===== src/hdl/pm4_csp_pkg.sv =====
// Package for the PM4 command stream parser: constants, opcodes and the result record type.
`default_nettype none
package pm4_csp_pkg;

	localparam int OFFSET_BITS        = 24;
	localparam int KEPT_PAYLOAD_WORDS = 5;
	localparam int KEPT_IDX_W         = $clog2(KEPT_PAYLOAD_WORDS);
	localparam int COUNT_W            = 14;
	localparam int PARSED_W           = 24;
	localparam int FIFO_DEPTH         = 4;
	localparam int FIFO_PTR_W         = $clog2(FIFO_DEPTH);
	localparam int FIFO_CNT_W         = FIFO_PTR_W + 1;

	localparam logic [1:0] HDR_TYPE3 = 2'h3;

	localparam logic [7:0] OP_DRAW_INDEX_2    = 8'h27;
	localparam logic [7:0] OP_INDEX_TYPE      = 8'h2A;
	localparam logic [7:0] OP_DRAW_INDEX_AUTO = 8'h2D;
	localparam logic [7:0] OP_SET_CONTEXT_REG = 8'h69;

	localparam logic [15:0] REG_RT_FORMAT = 16'h0001;
	localparam logic [15:0] REG_DS_FORMAT = 16'h0002;
	localparam logic [15:0] REG_BLEND     = 16'h0010;
	localparam logic [15:0] REG_DEPTH     = 16'h0020;
	localparam logic [15:0] REG_VIEWPORT  = 16'h0030;

	localparam logic KIND_DRAW    = 1'b0;
	localparam logic KIND_SUMMARY = 1'b1;

	typedef struct packed {
		logic                kind;
		logic [31:0]         draw_indices;
		logic [63:0]         index_base_address;
		logic [5:0]          topology;
		logic [PARSED_W-1:0] parsed_len;
		logic [3:0]          state_flags;
		logic [31:0]         color_format;
		logic [31:0]         depth_surface_format;
		logic [15:0]         vp_width;
		logic [15:0]         vp_height;
		logic [31:0]         packets_total;
		logic                last;
	} result_t;

endpackage
`default_nettype wire


===== src/hdl/pm4_command_stream_parser.sv =====
// Top level of the PM4 command stream parser: word decode, context state and result queue.
//
//  channel | direction | handshake              | payload
//  cmd     | in        | cmd_valid / cmd_stall  | word, last_word
//  rec     | out       | rec_valid / rec_stall  | kind .. last (one result per transaction)
//
//  One command word per cycle while cmd_stall is low. A word is registered,
//  decoded against the packet state, and its zero, one or two results go into a
//  four-entry result queue and are presented behind any results queued before them.
//  A word that ends a draw packet on the buffer's last word yields two results.
//  cmd_stall rises while a word is held and the queue has fewer than two free entries.
//  Reset clears packet tracking, context state, counters and the queue.
`default_nettype none
module pm4_command_stream_parser (
	input  wire logic                              clk,
	input  wire logic                              arst_n,
	input  wire logic                              cmd_valid,
	output logic                                   cmd_stall,
	input  wire logic [31:0]                       word,
	input  wire logic                              last_word,
	output logic                                   rec_valid,
	input  wire logic                              rec_stall,
	output logic                                   kind,
	output logic [31:0]                            draw_indices,
	output logic [63:0]                            index_base_address,
	output logic [5:0]                             topology,
	output logic [pm4_csp_pkg::PARSED_W-1:0]       parsed_len,
	output logic [3:0]                             state_flags,
	output logic [31:0]                            color_format,
	output logic [31:0]                            depth_surface_format,
	output logic [15:0]                            vp_width,
	output logic [15:0]                            vp_height,
	output logic [31:0]                            packets_total,
	output logic                                   last
);
	import pm4_csp_pkg::*;

	localparam logic [OFFSET_BITS-1:0] OFFSET_MAX = '1;

	logic        valid_s1;
	logic [31:0] word_s1;
	logic        last_s1;

	logic                   in_packet_q;
	logic [7:0]             opcode_q;
	logic [COUNT_W-1:0]     count_q;
	logic [COUNT_W-1:0]     ppos_q;
	logic [31:0]            payload_q [KEPT_PAYLOAD_WORDS];
	logic [OFFSET_BITS-1:0] offset_q;
	logic [OFFSET_BITS-1:0] start_q;
	logic [3:0]             ctx_q;
	logic [31:0]            rt_q;
	logic [31:0]            ds_q;
	logic [31:0]            vp_q;
	logic [31:0]            tally_q;

	logic                   in_packet_n;
	logic [7:0]             opcode_n;
	logic [COUNT_W-1:0]     count_n;
	logic [COUNT_W-1:0]     ppos_n;
	logic [OFFSET_BITS-1:0] offset_n;
	logic [OFFSET_BITS-1:0] start_n;
	logic [3:0]             ctx_n;
	logic [31:0]            rt_n;
	logic [31:0]            ds_n;
	logic [31:0]            vp_n;
	logic [31:0]            tally_n;
	logic                   pl_write;

	result_t fifo_q [FIFO_DEPTH];
	logic [FIFO_PTR_W-1:0] rd_q;
	logic [FIFO_PTR_W-1:0] wr_q;
	logic [FIFO_CNT_W-1:0] cnt_q;

	result_t r0;
	result_t r1;
	logic [1:0] nres;
	logic room;
	logic adv;
	logic pop;

	function automatic logic [31:0] pl_at(input logic [COUNT_W-1:0] i,
			input logic [COUNT_W-1:0] cnt, input logic [COUNT_W-1:0] p,
			input logic [31:0] cur, input logic [31:0] stored);
		logic [31:0] v;
		if (i > cnt) begin
			v = '0;
		end else if (i == p) begin
			v = cur;
		end else begin
			v = stored;
		end
		return v;
	endfunction

	assign room      = cnt_q <= FIFO_CNT_W'(FIFO_DEPTH - 2);
	assign adv       = valid_s1 && room;
	assign cmd_stall = valid_s1 && !room;
	assign rec_valid = cnt_q != '0;
	assign pop       = rec_valid && !rec_stall;

	always_ff @(posedge clk or negedge arst_n) begin
		if (!arst_n) begin
			valid_s1 <= 1'b0;
		end else if (!cmd_stall) begin
			valid_s1 <= cmd_valid;
		end
	end

	always_ff @(posedge clk) begin
		if (!cmd_stall && cmd_valid) begin
			word_s1 <= word;
			last_s1 <= last_word;
		end
	end

	always_comb begin
		logic [31:0] p0;
		logic [31:0] p1;
		logic [31:0] p2;
		logic [31:0] p3;
		logic        draw;
		logic [OFFSET_BITS-1:0] parsed;
		logic [PARSED_W-1:0]    parsed_sat;
		result_t d;
		result_t s;

		in_packet_n = in_packet_q;
		opcode_n    = opcode_q;
		count_n     = count_q;
		ppos_n      = ppos_q;
		start_n     = start_q;
		ctx_n       = ctx_q;
		rt_n        = rt_q;
		ds_n        = ds_q;
		vp_n        = vp_q;
		tally_n     = tally_q;
		pl_write    = 1'b0;
		draw        = 1'b0;
		d           = '0;
		d.kind      = KIND_DRAW;

		p0 = pl_at(COUNT_W'(0), count_q, ppos_q, word_s1, payload_q[0]);
		p1 = pl_at(COUNT_W'(1), count_q, ppos_q, word_s1, payload_q[1]);
		p2 = pl_at(COUNT_W'(2), count_q, ppos_q, word_s1, payload_q[2]);
		p3 = pl_at(COUNT_W'(3), count_q, ppos_q, word_s1, payload_q[3]);

		if (!in_packet_q) begin
			if (word_s1[31:30] == HDR_TYPE3) begin
				tally_n     = tally_q + 32'd1;
				in_packet_n = 1'b1;
				opcode_n    = word_s1[15:8];
				count_n     = word_s1[29:16];
				ppos_n      = '0;
				start_n     = offset_q;
			end
		end else begin
			pl_write = ppos_q < COUNT_W'(KEPT_PAYLOAD_WORDS);
			if (ppos_q >= count_q) begin
				in_packet_n = 1'b0;
				case (opcode_q)
					OP_INDEX_TYPE: begin
						if (count_q >= COUNT_W'(1)) begin
							if (p0[1:0] == 2'b00) begin
								ctx_n = ctx_q | 4'h8;
							end else begin
								ctx_n = ctx_q & 4'h7;
							end
						end
					end
					OP_DRAW_INDEX_AUTO: begin
						draw           = 1'b1;
						d.draw_indices = p0;
						d.topology     = p1[5:0];
					end
					OP_DRAW_INDEX_2: begin
						draw = 1'b1;
						if (count_q >= COUNT_W'(4)) begin
							d.draw_indices       = p0;
							d.index_base_address = {p2, p1};
							d.topology           = p3[5:0];
						end
					end
					OP_SET_CONTEXT_REG: begin
						if (count_q >= COUNT_W'(2)) begin
							case (p0[15:0])
								REG_RT_FORMAT: rt_n = p1;
								REG_DS_FORMAT: ds_n = p1;
								REG_BLEND:     ctx_n = {ctx_q[3:1], p1[0]};
								REG_DEPTH:     ctx_n = {ctx_q[3], p1[1], p1[0], ctx_q[0]};
								REG_VIEWPORT:  vp_n = p1;
								default: ;
							endcase
						end
					end
					default: ;
				endcase
			end else begin
				ppos_n = ppos_q + COUNT_W'(1);
			end
		end

		offset_n = (offset_q == OFFSET_MAX) ? offset_q : offset_q + OFFSET_BITS'(1);

		parsed = in_packet_n ? start_n : offset_n;
		if (OFFSET_BITS > PARSED_W && |(parsed >> PARSED_W)) begin
			parsed_sat = '1;
		end else begin
			parsed_sat = PARSED_W'(parsed);
		end

		s                      = '0;
		s.kind                 = KIND_SUMMARY;
		s.parsed_len           = parsed_sat;
		s.state_flags          = ctx_n;
		s.color_format         = rt_n;
		s.depth_surface_format = ds_n;
		s.vp_width             = vp_n[31:16];
		s.vp_height            = vp_n[15:0];
		s.packets_total        = tally_n;
		s.last                 = 1'b1;

		r0   = '0;
		r1   = s;
		nres = 2'd0;
		if (draw && last_s1) begin
			r0   = d;
			nres = 2'd2;
		end else if (draw) begin
			r0      = d;
			r0.last = 1'b1;
			nres    = 2'd1;
		end else if (last_s1) begin
			r0   = s;
			nres = 2'd1;
		end

		if (last_s1) begin
			in_packet_n = 1'b0;
			opcode_n    = '0;
			count_n     = '0;
			ppos_n      = '0;
			offset_n    = '0;
			start_n     = '0;
			ctx_n       = '0;
			rt_n        = '0;
			ds_n        = '0;
			vp_n        = '0;
		end
	end

	always_ff @(posedge clk or negedge arst_n) begin
		if (!arst_n) begin
			in_packet_q <= 1'b0;
			opcode_q    <= '0;
			count_q     <= '0;
			ppos_q      <= '0;
			offset_q    <= '0;
			start_q     <= '0;
			ctx_q       <= '0;
			rt_q        <= '0;
			ds_q        <= '0;
			vp_q        <= '0;
			tally_q     <= '0;
		end else if (adv) begin
			in_packet_q <= in_packet_n;
			opcode_q    <= opcode_n;
			count_q     <= count_n;
			ppos_q      <= ppos_n;
			offset_q    <= offset_n;
			start_q     <= start_n;
			ctx_q       <= ctx_n;
			rt_q        <= rt_n;
			ds_q        <= ds_n;
			vp_q        <= vp_n;
			tally_q     <= tally_n;
		end
	end

	always_ff @(posedge clk) begin
		if (adv && pl_write) begin
			payload_q[ppos_q[KEPT_IDX_W-1:0]] <= word_s1;
		end
	end

	// result queue
	always_ff @(posedge clk or negedge arst_n) begin
		if (!arst_n) begin
			rd_q  <= '0;
			wr_q  <= '0;
			cnt_q <= '0;
		end else begin
			if (pop) begin
				rd_q <= rd_q + FIFO_PTR_W'(1);
			end
			if (adv) begin
				wr_q <= wr_q + FIFO_PTR_W'(nres);
			end
			cnt_q <= cnt_q + (adv ? FIFO_CNT_W'(nres) : '0) - FIFO_CNT_W'(pop);
		end
	end

	always_ff @(posedge clk) begin
		if (adv && nres != 2'd0) begin
			fifo_q[wr_q] <= r0;
		end
		if (adv && nres == 2'd2) begin
			fifo_q[wr_q + FIFO_PTR_W'(1)] <= r1;
		end
	end

	assign kind                 = fifo_q[rd_q].kind;
	assign draw_indices         = fifo_q[rd_q].draw_indices;
	assign index_base_address   = fifo_q[rd_q].index_base_address;
	assign topology             = fifo_q[rd_q].topology;
	assign parsed_len           = fifo_q[rd_q].parsed_len;
	assign state_flags          = fifo_q[rd_q].state_flags;
	assign color_format         = fifo_q[rd_q].color_format;
	assign depth_surface_format = fifo_q[rd_q].depth_surface_format;
	assign vp_width             = fifo_q[rd_q].vp_width;
	assign vp_height            = fifo_q[rd_q].vp_height;
	assign packets_total        = fifo_q[rd_q].packets_total;
	assign last                 = fifo_q[rd_q].last;

endmodule
`default_nettype wire


===== config.mk =====
export PLATFORM = sky130hd
export DESIGN_NAME = pm4_command_stream_parser
export DESIGN_NICKNAME = d
export VERILOG_FILES = /design/src/hdl/pm4_csp_pkg.sv /design/src/hdl/pm4_command_stream_parser.sv
export SDC_FILE = /design/constraint.sdc
export NUM_CORES = 2
export LEC_CHECK = 0
export BUFFER_PORTS_ARGS = -buffer_cell sky130_fd_sc_hd__buf_2
export CAP_MARGIN = 10
export CORE_MARGIN = 2
export CORE_UTILIZATION = 55
export DETAILED_ROUTE_END_ITERATION = 12
export GPL_TIMING_DRIVEN = 1
export PLACE_DENSITY = 0.79
export SKIP_LAST_GASP = 1
export SLEW_MARGIN = 40
export SYNTH_ARGS = -nofsm -noshare
export SYNTH_HDL_FRONTEND = slang
export SYNTH_SLANG_ARGS = --single-unit

===== constraint.sdc =====
create_clock -name clk -period 6.3 [get_ports clk]
set_input_delay 0.315 -clock clk [delete_from_list [all_inputs] [get_ports clk]]
set_output_delay 0.315 -clock clk [all_outputs]
set_load 0.01 [all_outputs]

==> flow_summary.ini <==
[timing]
finalSetupViolations = 0
slew_viol_final = 0
worst_pin_slew_ns = 0.912
relSlewSlack_pct = 39.2
hold_viol = 0
timing.fmax_mhz = 199
skew_ns = 0.0591
period_share_pct = 79.9
rsz0062_at_grt = false
finalCriticalPeriod_ns = 5.03
tns_ns = 0

[routing]
met1_length_um = 61500
wl_met3_um = 17900
postRouteAntennaNets = 0
routed_wl_um = 163000
firstDrtPassIters = 6
top_layer_used = met5
met2WireLength_um = 77400
wire_per_inst_um = 26.5
viasPerCell = 6.52
vias = 40125
route.detailed.drc = 0
drt_iter0_drc = 5151

[die]
die_area_um2 = 109000
fp.dieH_um = 331
ios = 299
rows = 119
fp.dieW_um = 331
coreArea_um2 = 106000
start_util_pct = 55.6

[worst_setup_path]
worstPathRequired_ns = 6.70
r2r_end = fifo_q[3][113]
reg2reg_slack_ns = 1.27
ff2ff_path_depth = 12
crit_arrival_ns = 5.43
path_class = reg2reg
worstSetupStartpointType = flip-flop
worstPathMaxFanout = 67
cp-end-kind = flip-flop
r2r-start = ppos_q[12]

[clock_tree]
htree_levels = 4
numCtsBuffers = 141
clk_pin_slew_ns = 0.06
cts_tree = done
clockRootBuffer = clkbuf_16
cts_sinks = 1400
post_cts_buffers = 0
cts_max_path_buffers = 3
clk_latency_ns = 0.77

[yosys]
yosys.area.top_type = edfxtp_1
ys_async_sr_fraction_pct = 16.1
syn-num-nets = 4446
postSynthAreaPerCell_um2 = 13.4
synth_cells = 4380
ys_seq_elements = 1400
synth.top_cell.area_share_pct = 38.8
netlist_area_um2 = 58700
synthTopCellsByCount = edfxtp_1, nor2_1, a22o_1
synth-main-ff-cell = edfxtp_1
synth_most_common_cell = edfxtp_1
synth-edff-count = 759
synth-seq-area-share_pct = 62.6
synth_area_leaders = edfxtp_1, dfxtp_1, mux4_2
yosys_warnings = 0
synth_cell_types = 78

[grt]
grt_pass1_wl_um = 246000
grt_usage_pct = 29.7
grt_max_degree = 142
grt_antenna_before_repair = 7
grt_pass1_vias = 39845
grt_overflow_total = 0

[pwr]
ir_drop_mv = 0.328
power_density_nw_per_um2 = 428
p_leak_nw = 25.3

[cells_and_area]
fin_cells = 6154
area_growth_pct = 14.2
fin_nets = 4709
drive_above_1_share_pct = 20.2

[placement]
hpwl_um = 94500
place_inst = 5854
port_buffers = 298
globalplace.congestion = 0.863

[flow_run]
drv_cap = 0

[outcome]
outcome = complete, no violations

[hold_path]
hp-class = in2async
-- power by group --
group          leakage (nW)  internal [mW]  total [mW]  switching, mW
sequential             13.5           10.4        10.8          0.418
combinational          9.46           3.01        9.41           6.39
clock                  2.29           4.87        8.50           3.63
total                  25.3           18.3        28.7           10.4
-- per-stage QoR --
stage	hold slack [ns]	utilization (%)	power (mW)	setup slack, ns	cell area [µm²]
after floorplan	0.0194	-	16.0	0.0402	58700
after global routing	0.225	63.5	29.6	1.00	67100
after global placement	0.372	58.4	20.0	1.46	61600
after detailed placement	0.378	58.7	20.2	1.39	61900
final	0.173	63.5	28.7	1.27	67100
after CTS	0.182	63.5	28.6	1.31	67000
-- kinds of logic (layout without fill, tap and decap cells) --
kind of cell	Yosys count	count (layout)	share of synthesized area, %
compound gates	847	847	11.4
xor+xnor	73	73	1.09
fa+ha+maj	29	29	0.631
buf+inv	391	773	2.94
flops	1400	1400	62.6
mux	381	381	12.0
other cells	0	1	0
simple gates	1259	1259	9.34
-- cell usage in the layout, fill, tap and decap left out, types with 103 or more instances in the layout --
cell type,n
a21oi_1,118
a22o_1,498
buf_2,297
buf_4,103
clkbuf_16,143
dfrtp_1,223
dfxtp_1,416
edfxtp_1,759
mux2i_1,120
mux4_2,260
nand2_1,276
nor2_1,651
-- flip-flops by register name, indices dropped and copies added (netlist names), 32 cells and up --
| name | flops |
|---|---|
| tally_q | 32 |
| vp_q | 32 |
| rt_q | 32 |
| fifo_q | 1040 |
| word_s1 | 32 |
| ds_q | 32 |
| payload_q | 102 |
-- layer usage --
metal  global-route usage [%]  vias to the layer above
met5                        0                        -
met1                     40.9                    20327
met2                     47.0                     2339
met4                     11.7                        6
met3                     5.59                      338
li1                         -                    17115
-- critical path, cell delays in order, from the launching register on --
cell,delay [ns]
dfrtp_1,0.46
ha_1,0.37
nand4_1,0.13
nor4_1,0.52
a311oi_4,0.16
a21oi_2,0.25
o211ai_2,0.21
ha_1,0.32
nand2b_1,0.26
nand2_1,0.22
nand3_4,0.44
inv_6,0.74
buf_12,0.47
-- worst max-delay path by stage --
stage | from | end | slack, ns
6_report | ppos_q[12] | fifo_q[3][113] | 1.27
5_1_grt | ppos_q[0] | fifo_q[3][10] | 1.00
4_1_cts | ppos_q[12] | fifo_q[3][12] | 1.31
3_5_place_dp | ppos_q[12] | fifo_q[3][151] | 1.39
3_3_place_gp | ppos_q[12] | fifo_q[3][12] | 1.46
2_1_floorplan | ppos_q[12] | fifo_q[3][100] | 0.04
-- repair_timing --
action,4_1_cts,5_1_grt
hold endpoints to repair,120,0
hold buffers,36,0
resized for setup,0,0
-- final cells by class --
type	count	area, µm²
fill	7411	38500
sequential	1400	36800
multi-input combinational	2589	20500
clock buffer	202	3940
timing repair buffer	468	3210
tap	1391	1740
clock inverter	60	781
inverter	43	184
antenna	1	2.50
Power figures use the tool's default switching activity.
